`src/rtl/core/stt_pkg.sv`:
```
// Package with shared types and codes for the software timer table.
package stt_pkg;

  typedef enum logic [2:0] {
    OP_CREATE  = 3'd0,
    OP_START   = 3'd1,
    OP_STOP    = 3'd2,
    OP_RESTART = 3'd3,
    OP_REMOVE  = 3'd4,
    OP_QUERY   = 3'd5,
    OP_TICK    = 3'd6,
    OP_STOPALL = 3'd7
  } opcode_t;

  typedef enum logic [1:0] {
    KIND_CREATE = 2'd0,
    KIND_QUERY  = 2'd1,
    KIND_EXPIRY = 2'd2
  } kind_t;

  localparam logic [7:0] INVALID_HANDLE = 8'hFF;

  typedef struct packed {
    opcode_t     opcode;
    logic [7:0]  handle;
    logic [31:0] timeout;
    logic [31:0] now_time;
  } cmd_t;

  typedef struct packed {
    kind_t      result_kind;
    logic [7:0] out_handle;
    logic       active;
    logic       last;
  } res_t;

  typedef enum logic [2:0] {
    ST_IDLE,
    ST_SEARCH,
    ST_SHIFT,
    ST_SCAN,
    ST_EMIT
  } state_t;

endpackage

```
`src/rtl/core/stt_if.sv`:
```
// Valid/ready channel interfaces for commands and results.
interface stt_cmd_if;
  import stt_pkg::*;
  logic        valid;
  logic        ready;
  logic [2:0]  opcode;
  logic [7:0]  handle;
  logic [31:0] timeout;
  logic [31:0] now_time;
  modport source (output valid, opcode, handle, timeout, now_time, input ready);
  modport sink   (input valid, opcode, handle, timeout, now_time, output ready);
endinterface

interface stt_res_if;
  import stt_pkg::*;
  logic       valid;
  logic       ready;
  logic [1:0] result_kind;
  logic [7:0] out_handle;
  logic       active;
  logic       last;
  modport source (output valid, result_kind, out_handle, active, last, input ready);
  modport sink   (input valid, result_kind, out_handle, active, last, output ready);
endinterface

```
`src/rtl/core/stt_front.sv`:
```
// Front end: accept commands and queue them for the engine.
module stt_front #(
  parameter int DEPTH = 2
) (
  input  logic          clk,
  input  logic          rst,
  stt_cmd_if.sink       cmd,
  output stt_pkg::cmd_t q_data,
  output logic          q_valid,
  input  logic          q_pop
);
  import stt_pkg::*;

  localparam int AW = (DEPTH > 1) ? $clog2(DEPTH) : 1;

  cmd_t         mem [DEPTH];
  logic [AW-1:0] wr_ptr;
  logic [AW-1:0] rd_ptr;
  logic [AW:0]   count;
  logic          push;

  assign cmd.ready = (count != (AW+1)'(DEPTH)) ? 1'b1 : 1'b0;
  assign push      = cmd.valid && cmd.ready;
  assign q_valid   = (count != '0);
  assign q_data    = mem[rd_ptr];

  always_ff @(posedge clk) begin
    if (push) begin
      mem[wr_ptr] <= '{opcode_t'(cmd.opcode), cmd.handle, cmd.timeout, cmd.now_time};
    end
    if (rst) begin
      wr_ptr <= '0;
      rd_ptr <= '0;
      count  <= '0;
    end else begin
      if (push) begin
        wr_ptr <= (wr_ptr == AW'(DEPTH - 1)) ? '0 : wr_ptr + AW'(1);
      end
      if (q_pop && q_valid) begin
        rd_ptr <= (rd_ptr == AW'(DEPTH - 1)) ? '0 : rd_ptr + AW'(1);
      end
      count <= count + (AW+1)'(push) - (AW+1)'(q_pop && q_valid);
    end
  end
endmodule

```
`src/rtl/core/stt_engine.sv`:
```
// Back end: timer table, command sequencer and result register.
module stt_engine #(
  parameter int MAX_TIMERS = 16
) (
  input  logic          clk,
  input  logic          rst,
  input  stt_pkg::cmd_t q_data,
  input  logic          q_valid,
  output logic          q_pop,
  stt_res_if.source     res
);
  import stt_pkg::*;

  localparam int IW = (MAX_TIMERS > 1) ? $clog2(MAX_TIMERS) : 1;
  localparam int CW = $clog2(MAX_TIMERS + 1);

  // table in flip-flops: on remove, each entry above the removed one shifts down to its neighbor
  logic [7:0]  e_handle  [MAX_TIMERS];
  logic        e_started [MAX_TIMERS];
  logic [31:0] e_timeout [MAX_TIMERS];
  logic [31:0] e_start   [MAX_TIMERS];
  logic [31:0] e_elapsed [MAX_TIMERS];
  logic [CW-1:0] entry_count;
  logic [7:0]    next_handle;

  state_t state, state_next;
  cmd_t   cur;
  logic [CW-1:0] idx;
  logic          found;
  logic [IW-1:0] hit;
  logic          pend_valid;
  res_t          pend;      // expiry held until its successor is known
  res_t          out_r;
  logic          out_valid;

  logic [IW-1:0] ix;
  logic          in_range;
  logic [7:0]    srch_h;
  logic          emit_ok;

  assign ix       = idx[IW-1:0];
  assign in_range = (idx < entry_count);
  assign srch_h   = (cur.opcode == OP_CREATE) ? next_handle : cur.handle;
  assign emit_ok  = !out_valid || res.ready;

  assign res.valid       = out_valid;
  assign res.result_kind = out_r.result_kind;
  assign res.out_handle  = out_r.out_handle;
  assign res.active      = out_r.active;
  assign res.last        = out_r.last;

  always_comb begin
    state_next = state;
    case (state)
      ST_IDLE:   if (q_valid) begin
        state_next = (q_data.opcode == OP_TICK) ? ST_SCAN :
                     (q_data.opcode == OP_STOPALL) ? ST_IDLE : ST_SEARCH;
      end
      ST_SEARCH: if (!in_range || (srch_h != INVALID_HANDLE && e_handle[ix] == srch_h)) begin
        state_next = ST_EMIT;
      end
      ST_SCAN:   if (!in_range) state_next = ST_EMIT;
      ST_EMIT:   if (emit_ok) state_next = ST_IDLE;
      default:   state_next = ST_IDLE;
    endcase
  end

  assign q_pop = (state == ST_IDLE) && q_valid;

  always_ff @(posedge clk) begin
    if (rst) begin
      state       <= ST_IDLE;
      entry_count <= '0;
      next_handle <= '0;
      out_valid   <= 1'b0;
      pend_valid  <= 1'b0;
      for (int i = 0; i < MAX_TIMERS; i++) e_started[i] <= 1'b0;
    end else begin
      state <= state_next;
      if (out_valid && res.ready) out_valid <= 1'b0;
      case (state)
        ST_IDLE: if (q_valid) begin
          cur        <= q_data;
          idx        <= '0;
          found      <= 1'b0;
          pend_valid <= 1'b0;
          if (q_data.opcode == OP_STOPALL) begin
            for (int i = 0; i < MAX_TIMERS; i++) e_started[i] <= 1'b0;
          end
        end
        ST_SEARCH: begin
          // stop at the first free slot so a create appends there
          if (in_range && srch_h != INVALID_HANDLE && e_handle[ix] == srch_h) begin
            found <= 1'b1;
            hit   <= ix;
          end else if (in_range) begin
            idx <= idx + CW'(1);
          end
        end
        ST_SCAN: if (in_range) begin
          // on an expired entry, advance only when the pending expiry can be pushed out
          if (e_started[ix] && e_elapsed[ix] > e_timeout[ix]) begin
            if (!pend_valid || emit_ok) begin
              e_started[ix] <= 1'b0;
              if (pend_valid) begin
                out_r     <= pend;
                out_valid <= 1'b1;
              end
              pend       <= '{KIND_EXPIRY, e_handle[ix], 1'b0, 1'b0};
              pend_valid <= 1'b1;
              idx        <= idx + CW'(1);
            end
          end else begin
            if (e_started[ix]) e_elapsed[ix] <= cur.now_time - e_start[ix];
            idx <= idx + CW'(1);
          end
        end
        ST_EMIT: if (emit_ok) begin
          case (cur.opcode)
            OP_CREATE: begin
              out_valid <= 1'b1;
              if (next_handle != INVALID_HANDLE && entry_count < CW'(MAX_TIMERS) &&
                  !found) begin
                e_handle[ix]  <= next_handle;
                e_started[ix] <= 1'b0;
                e_timeout[ix] <= cur.timeout;
                e_start[ix]   <= '0;
                e_elapsed[ix] <= '0;
                entry_count   <= entry_count + CW'(1);
                next_handle   <= next_handle + 8'd1;
                out_r <= '{KIND_CREATE, next_handle, 1'b0, 1'b1};
              end else begin
                out_r <= '{KIND_CREATE, INVALID_HANDLE, 1'b0, 1'b1};
              end
            end
            OP_QUERY: begin
              out_valid <= 1'b1;
              out_r <= '{KIND_QUERY, cur.handle, found && e_started[hit], 1'b1};
            end
            OP_START, OP_RESTART: if (found &&
                (!e_started[hit] || cur.opcode == OP_RESTART)) begin
              e_started[hit] <= 1'b1;
              e_start[hit]   <= cur.now_time;
              e_elapsed[hit] <= '0;
            end
            OP_STOP: if (found) e_started[hit] <= 1'b0;
            OP_REMOVE: if (found) begin
              for (int i = 0; i < MAX_TIMERS - 1; i++) begin
                if (IW'(i) >= hit) begin
                  e_handle[i]  <= e_handle[i+1];
                  e_started[i] <= e_started[i+1];
                  e_timeout[i] <= e_timeout[i+1];
                  e_start[i]   <= e_start[i+1];
                  e_elapsed[i] <= e_elapsed[i+1];
                end
              end
              e_started[MAX_TIMERS-1] <= 1'b0;
              entry_count <= entry_count - CW'(1);
            end
            OP_TICK: if (pend_valid) begin
              out_r      <= '{pend.result_kind, pend.out_handle, 1'b0, 1'b1};
              out_valid  <= 1'b1;
              pend_valid <= 1'b0;
            end
            default: ;
          endcase
        end
        default: ;
      endcase
    end
  end
endmodule

```
`src/rtl/core/software_timer_table.sv`:
```
// Top level of the software timer table.
// A create/query passes the front queue, IDLE, SEARCH up to the match or entry_count,
// then EMIT; a tick scans all entry_count entries in SCAN before EMIT, plus stalls.
// Throughput: one command at a time in the engine; a two-entry queue lets the
// front accept while the engine works. SCAN moves one entry per cycle unless res stalls.
// Reset (rst, synchronous): table empty, all timers stopped, handle counter zero.
module software_timer_table #(
  parameter int MAX_TIMERS = 16
) (
  input logic       clk,
  input logic       rst,
  stt_cmd_if.sink   cmd,
  stt_res_if.source res
);
  import stt_pkg::*;

  cmd_t q_data;
  logic q_valid;
  logic q_pop;

  // front: hold accepted transactions until the engine is free
  stt_front #(.DEPTH(2)) u_front (
    .clk, .rst, .cmd, .q_data, .q_valid, .q_pop
  );

  // back: search, update or scan the table and drive results
  stt_engine #(.MAX_TIMERS(MAX_TIMERS)) u_engine (
    .clk, .rst, .q_data, .q_valid, .q_pop, .res
  );
endmodule

```
`src/flat_wrapper.sv`:
```
// flat-port wrapper written by rule: the top's interface ports become plain ports
module software_timer_table_flat import stt_pkg::*;
#(
  parameter int MAX_TIMERS = 16
)
  (clk, rst, cmd_valid, cmd_opcode, cmd_handle, cmd_timeout, cmd_now_time, cmd_ready, res_valid, res_result_kind, res_out_handle, res_active, res_last, res_ready);
  stt_cmd_if cmd_i ();
  stt_res_if res_i ();
  input logic clk;
  input logic rst;
  input wire logic [$bits(cmd_i.valid)-1:0] cmd_valid;
  input wire logic [$bits(cmd_i.opcode)-1:0] cmd_opcode;
  input wire logic [$bits(cmd_i.handle)-1:0] cmd_handle;
  input wire logic [$bits(cmd_i.timeout)-1:0] cmd_timeout;
  input wire logic [$bits(cmd_i.now_time)-1:0] cmd_now_time;
  output wire logic [$bits(cmd_i.ready)-1:0] cmd_ready;
  output wire logic [$bits(res_i.valid)-1:0] res_valid;
  output wire logic [$bits(res_i.result_kind)-1:0] res_result_kind;
  output wire logic [$bits(res_i.out_handle)-1:0] res_out_handle;
  output wire logic [$bits(res_i.active)-1:0] res_active;
  output wire logic [$bits(res_i.last)-1:0] res_last;
  input wire logic [$bits(res_i.ready)-1:0] res_ready;
  assign cmd_i.valid = cmd_valid;
  assign cmd_i.opcode = cmd_opcode;
  assign cmd_i.handle = cmd_handle;
  assign cmd_i.timeout = cmd_timeout;
  assign cmd_i.now_time = cmd_now_time;
  assign cmd_ready = cmd_i.ready;
  assign res_valid = res_i.valid;
  assign res_result_kind = res_i.result_kind;
  assign res_out_handle = res_i.out_handle;
  assign res_active = res_i.active;
  assign res_last = res_i.last;
  assign res_i.ready = res_ready;
  software_timer_table #(.MAX_TIMERS(MAX_TIMERS)) u_core (.clk(clk), .rst(rst), .cmd(cmd_i), .res(res_i));
endmodule
```
`config.mk`:
```
export PLATFORM = sky130hd
export DESIGN_NAME = software_timer_table_flat
export DESIGN_NICKNAME = d
export VERILOG_FILES = /design/src/rtl/core/stt_pkg.sv /design/src/rtl/core/stt_if.sv /design/src/rtl/core/stt_front.sv /design/src/rtl/core/stt_engine.sv /design/src/rtl/core/software_timer_table.sv /design/src/flat_wrapper.sv
export SDC_FILE = /design/constraint.sdc
export NUM_CORES = 2
export LEC_CHECK = 0
export BUFFER_PORTS_ARGS = -buffer_cell sky130_fd_sc_hd__buf_2
export CORE_MARGIN = 5
export CORE_UTILIZATION = 58
export CTS_BUF_LIST = sky130_fd_sc_hd__clkbuf_4 sky130_fd_sc_hd__clkbuf_8
export DETAILED_ROUTE_END_ITERATION = 8
export HOLD_SLACK_MARGIN = 0.06
export MAX_ROUTING_LAYER = met4
export PLACE_DENSITY_LB_ADDON = 0.12
export RECOVER_POWER = 50
export SKIP_LAST_GASP = 1
export SYNTH_ARGS = -nofsm -noshare
export SYNTH_HDL_FRONTEND = slang
export SYNTH_HIERARCHICAL = 1
export SYNTH_SLANG_ARGS = --single-unit
```
`constraint.sdc`:
```
create_clock -name clk -period 9.1 [get_ports clk]
set_clock_uncertainty 0.05 [all_clocks]
set_input_delay 2.275 -clock clk [delete_from_list [all_inputs] [get_ports clk]]
set_output_delay 2.275 -clock clk [all_outputs]
set_load 0.05 [all_outputs]
```
==> flow_summary.html <==
<table>
<tr><th>Metric</th><th>Value</th></tr>
<tr><th colspan="2">Drt</th></tr>
<tr><td>Vias after detailed routing</td><td>65500</td></tr>
<tr><td>Antenna Violating Nets Remaining</td><td>0</td></tr>
<tr><td>Via density per instance</td><td>6.39</td></tr>
<tr><td>Average detailed-routed wire length per instance</td><td>28.0 um</td></tr>
<tr><td>Post-detailed-routing wire length</td><td>around 290 mm</td></tr>
<tr><td>Drt first pass iters</td><td>7</td></tr>
<tr><td>DRC Markers</td><td>0</td></tr>
<tr><td>Violation count after the first detailed-routing iteration</td><td>8733</td></tr>
<tr><th colspan="2">Run status</th></tr>
<tr><td>Failing checks</td><td>capacitance limit, slew limit</td></tr>
<tr><td>Outcome</td><td>finished with violations</td></tr>
<tr><th colspan="2">STA</th></tr>
<tr><td>Setup violators final</td><td>0</td></tr>
<tr><td>Final worst slack</td><td>0.929 ns</td></tr>
<tr><td>Measured slew at the worst slew-check pin</td><td>4.42 ns</td></tr>
<tr><td>Final critical delay including setup and external delays</td><td>8.17 ns</td></tr>
<tr><td>Setup repair after global routing missed its margin</td><td>no</td></tr>
<tr><td>Worst rel slew slack</td><td>-195%</td></tr>
<tr><td>Post-route setup TNS</td><td>0 ns</td></tr>
<tr><td>Portion of the clock cycle consumed by the worst path in the final layout</td><td>89.8%</td></tr>
<tr><td>Number of endpoints with negative hold slack in the final report</td><td>0</td></tr>
<tr><td>Maximum clock frequency</td><td>0.122 GHz</td></tr>
<tr><td>Fin. max-slew vios</td><td>1666</td></tr>
<tr><th colspan="2">Synth</th></tr>
<tr><td>Count of unique library cells instantiated by Yosys</td><td>93</td></tr>
<tr><td>Cells taking the most area after synthesis</td><td>edfxtp_1 61%, nand2_1 13%, mux4_2 12%</td></tr>
<tr><td>Area share of the largest cell type after synthesis</td><td>61.1%</td></tr>
<tr><td>Fraction of the yosys area taken by sequential cells</td><td>61.8%</td></tr>
<tr><td>Number of enable flip-flop cells after synthesis</td><td>roughly 1900</td></tr>
<tr><td>Library cell with the largest summed area after synthesis</td><td>edfxtp_1</td></tr>
<tr><td>Synthesis warning total</td><td>6</td></tr>
<tr><td>Synth cell count leaders</td><td>3223 x nand2_1, 1935 x edfxtp_1, 500 x mux4_2</td></tr>
<tr><td>Post-synthesis cell area</td><td>0.0950 mm2</td></tr>
<tr><td>Number of standard cells after synthesis</td><td>~8000</td></tr>
<tr><td>Synth Register Bits</td><td>1966</td></tr>
<tr><td>Net count after synthesis</td><td>~8000</td></tr>
<tr><td>Post-synthesis average cell area</td><td>12.2 um2</td></tr>
<tr><td>Fraction of registers with async set or reset after synthesis</td><td>0%</td></tr>
<tr><td>Count leader, synth</td><td>nand2_1</td></tr>
<tr><td>Ys flop type</td><td>edfxtp_1</td></tr>
<tr><th colspan="2">GRT</th></tr>
<tr><td>Maximum number of pins on one net before global-route repair</td><td>133</td></tr>
<tr><td>Initial antenna violation count</td><td>4</td></tr>
<tr><td>First-pass GRT wire length</td><td>423 mm</td></tr>
<tr><td>All-Layer GR Usage</td><td>33.9%</td></tr>
<tr><td>Sum of overflow across all layers after global routing</td><td>0</td></tr>
<tr><td>Number of global-route vias before repair</td><td>64600</td></tr>
<tr><th colspan="2">Flow run</th></tr>
<tr><td>Number of max-cap violations</td><td>52</td></tr>
<tr><th colspan="2">Clock tree</th></tr>
<tr><td>Clock tree sinks</td><td>1966</td></tr>
<tr><td>Setup Buffers After CTS</td><td>0</td></tr>
<tr><td>Post-CTS sizing</td><td>0</td></tr>
<tr><td>CTS tree</td><td>built</td></tr>
<tr><td>Clock slew seen by the registers of the worst setup and hold paths</td><td>0.06 ns</td></tr>
<tr><td>Buffer type at the clock tree root</td><td>clkbuf_8</td></tr>
<tr><td>Maximum buffer depth of the clock tree</td><td>4</td></tr>
<tr><td>CTS H-Tree Depth</td><td>5</td></tr>
<tr><td>Insertion delay to the later sink of the worst-skew pair</td><td>1.08 ns</td></tr>
<tr><td>Hold buffer count at cts</td><td>0</td></tr>
<tr><td>Clock buffer count from CTS</td><td>~340</td></tr>
<tr><th colspan="2">Placed design</th></tr>
<tr><td>Post-detailed-placement cell area</td><td>0.0978 mm2</td></tr>
<tr><td>Half-perimeter wire length after placement</td><td>165 mm</td></tr>
<tr><td>Global placer's final weighted congestion</td><td>0.912</td></tr>
<tr><td>Number of buffer cells added on primary ports</td><td>92</td></tr>
<tr><td>Setup Slack @ Placement</td><td>between 2 and 2.5 ns</td></tr>
<tr><th colspan="2">Floorplanning</th></tr>
<tr><td>Core Region</td><td>0.163 mm2</td></tr>
<tr><td>Effective utilization at floorplan</td><td>58.4%</td></tr>
<tr><td>Die span in y</td><td>415 um</td></tr>
<tr><td>Die Footprint</td><td>0.172 mm2</td></tr>
<tr><td>Boundary Pins</td><td>between 90 and 100</td></tr>
<tr><td>X dimension of the die</td><td>415 um</td></tr>
<tr><td>Total number of placement rows</td><td>between 100 and 150</td></tr>
<tr><th colspan="2">Worst setup path</th></tr>
<tr><td>Required time of the worst setup path</td><td>9.83 ns</td></tr>
<tr><td>Setup crit end kind</td><td>flop</td></tr>
<tr><td>CP arrival</td><td>8.90 ns</td></tr>
<tr><td>Startpoint types</td><td>input port</td></tr>
<tr><td>Setup CP Type</td><td>in -&gt; reg</td></tr>
<tr><td>Biggest fanout along the worst timing path</td><td>40</td></tr>
<tr><th colspan="2">Finish</th></tr>
<tr><td>Fill cell count</td><td>between 10000 and 15000</td></tr>
<tr><td>Growth of design area from synthesis to finish</td><td>9.01%</td></tr>
<tr><td>Fraction of layout instances using a drive strength above 1</td><td>~17%</td></tr>
<tr><td>Post-route core utilization</td><td>63.6%</td></tr>
<tr><td># nets final</td><td>7976</td></tr>
<tr><td>Final Instance Area</td><td>0.104 mm2</td></tr>
<tr><th colspan="2">Pwr</th></tr>
<tr><td>IR Drop Worst-Case VDD</td><td>0.245 mV</td></tr>
<tr><td>Leakage power summed over all cells</td><td>roughly 0.04 uW</td></tr>
<tr><td>Overall power after layout</td><td>27300 uW</td></tr>
<tr><td>Areal power density over the cells</td><td>263 mW/mm2</td></tr>
<tr><th colspan="2">Worst hold path</th></tr>
<tr><td>Hold Path Class</td><td>reg -&gt; reg</td></tr>
</table>
## through the flow
stage	hold WS, ns	instances
global placement	0.433	9648
CTS	0.446	10200
global route	0.464	10200
finish	0.448	10200
detailed placement	0.443	9648
floorplan	0.353	7799
## flip-flops by register name, summed over array words and instances, names as in the netlist, 8 cells and up, named ones only
signal and cells:
u_core/u_engine/e_elapsed 512, u_core/u_engine/e_start 512, u_core/u_engine/e_timeout 512, u_core/u_front/mem 150
u_core/u_engine/e_handle 128, u_core/u_engine/cur 75, u_core/u_engine/e_started 16, u_core/u_engine/next_handle 8
u_core/u_engine/pend 8, u_core/u_engine/res.out_handle 8
## power breakdown
part,leakage (uW),internal [uW],switching [uW],total (uW)
clock,0.00337,4100,3620,7720
combinational,0.0174,3230,4910,8130
sequential,0.0191,11000,409,11400
## worst max-delay path: stages
cell,delay [ns]
buf_2,0.07
clkbuf_1,1.38
or3_1,1.66
clkbuf_1,1.60
a21oi_4,0.45
clkbuf_2,0.83
mux2_2,0.54
## kinds of logic after synthesis
family	share of synthesized area, %
and+or+nand+nor	14.3
DFF	61.8
AOI/OAI and AO/OA	4.79
buffers and inverters	3.20
muxes	14.4
adders and majority gates	1.04
xor gates and xnor gates	0.421
## layer usage
| metal | part of all wire, % | vias up | global-route usage, % |
|---|---|---|---|
| met5 | 0 | - | - |
| met4 | 3.9 | 0 | 12.0 |
| met3 | 13 | 700 | 7.77 |
| met2 | 46 | 4540 | 50.8 |
| met1 | 37 | 32300 | 46.4 |
| li1 | - | 28000 | - |
## cells in the final DEF (no fill, tap or decap), drive strengths merged, types with 17 or more instances in the layout
cell | synthesis | routed
ha | 76 | 76
mux2 | 150 | 150
xnor2 | 26 | 26
clkinv | 1 | 116
inv | 151 | 153
o31ai | 39 | 39
mux2i | 37 | 37
a31oi | 30 | 30
nor2 | 140 | 140
o21ai | 470 | 470
edfxtp | 1935 | 1935
buf | 259 | 146
nand4 | 17 | 17
nand3 | 28 | 28
mux4 | 513 | 513
a21oi | 84 | 84
a211oi | 18 | 18
nand2 | 3223 | 3223
nor3 | 26 | 26
xor2 | 18 | 18
clkbuf | 308 | 560
a21o | 22 | 22
dfxtp | 31 | 31
a22oi | 19 | 19
## worst paths after layout
kind | from | to | slack (ns) | cells past startpoint
setup / recovery | rst | u_core/u_engine/e_handle[6][1]$_DFFE_PP_ | 0.93 | 7
hold reg to reg | u_core/u_engine/e_timeout[5][30]$_DFFE_PP_ | u_core/u_engine/e_timeout[4][30]$_DFFE_PP_ | 0.45 | 2
hold / removal | u_core/u_engine/e_timeout[5][30]$_DFFE_PP_ | u_core/u_engine/e_timeout[4][30]$_DFFE_PP_ | 0.45 | 2
setup reg to reg | u_core/u_engine/cur[73]$_DFFE_PP_ | u_core/u_engine/e_timeout[6][14]$_DFFE_PP_ | 1.55 | 7
## final cells by class
| class | count | area, um2 | area share, % |
|---|---|---|---|
| flip-flops and latches | 1966 | 58700 | 56.7 |
| multi-input cells | 5114 | 33700 | 32.5 |
| clock buffers | 465 | 5700 | 5.50 |
| well taps | 2175 | 2720 | 2.63 |
| repair buffers | 241 | 1560 | 1.50 |
| clock inverters | 125 | 607 | 0.586 |
| inverters | 152 | 579 | 0.559 |
| diodes | 5 | 12.5 | 0.0121 |
Note: power is estimated with default switching activity, not from simulation.
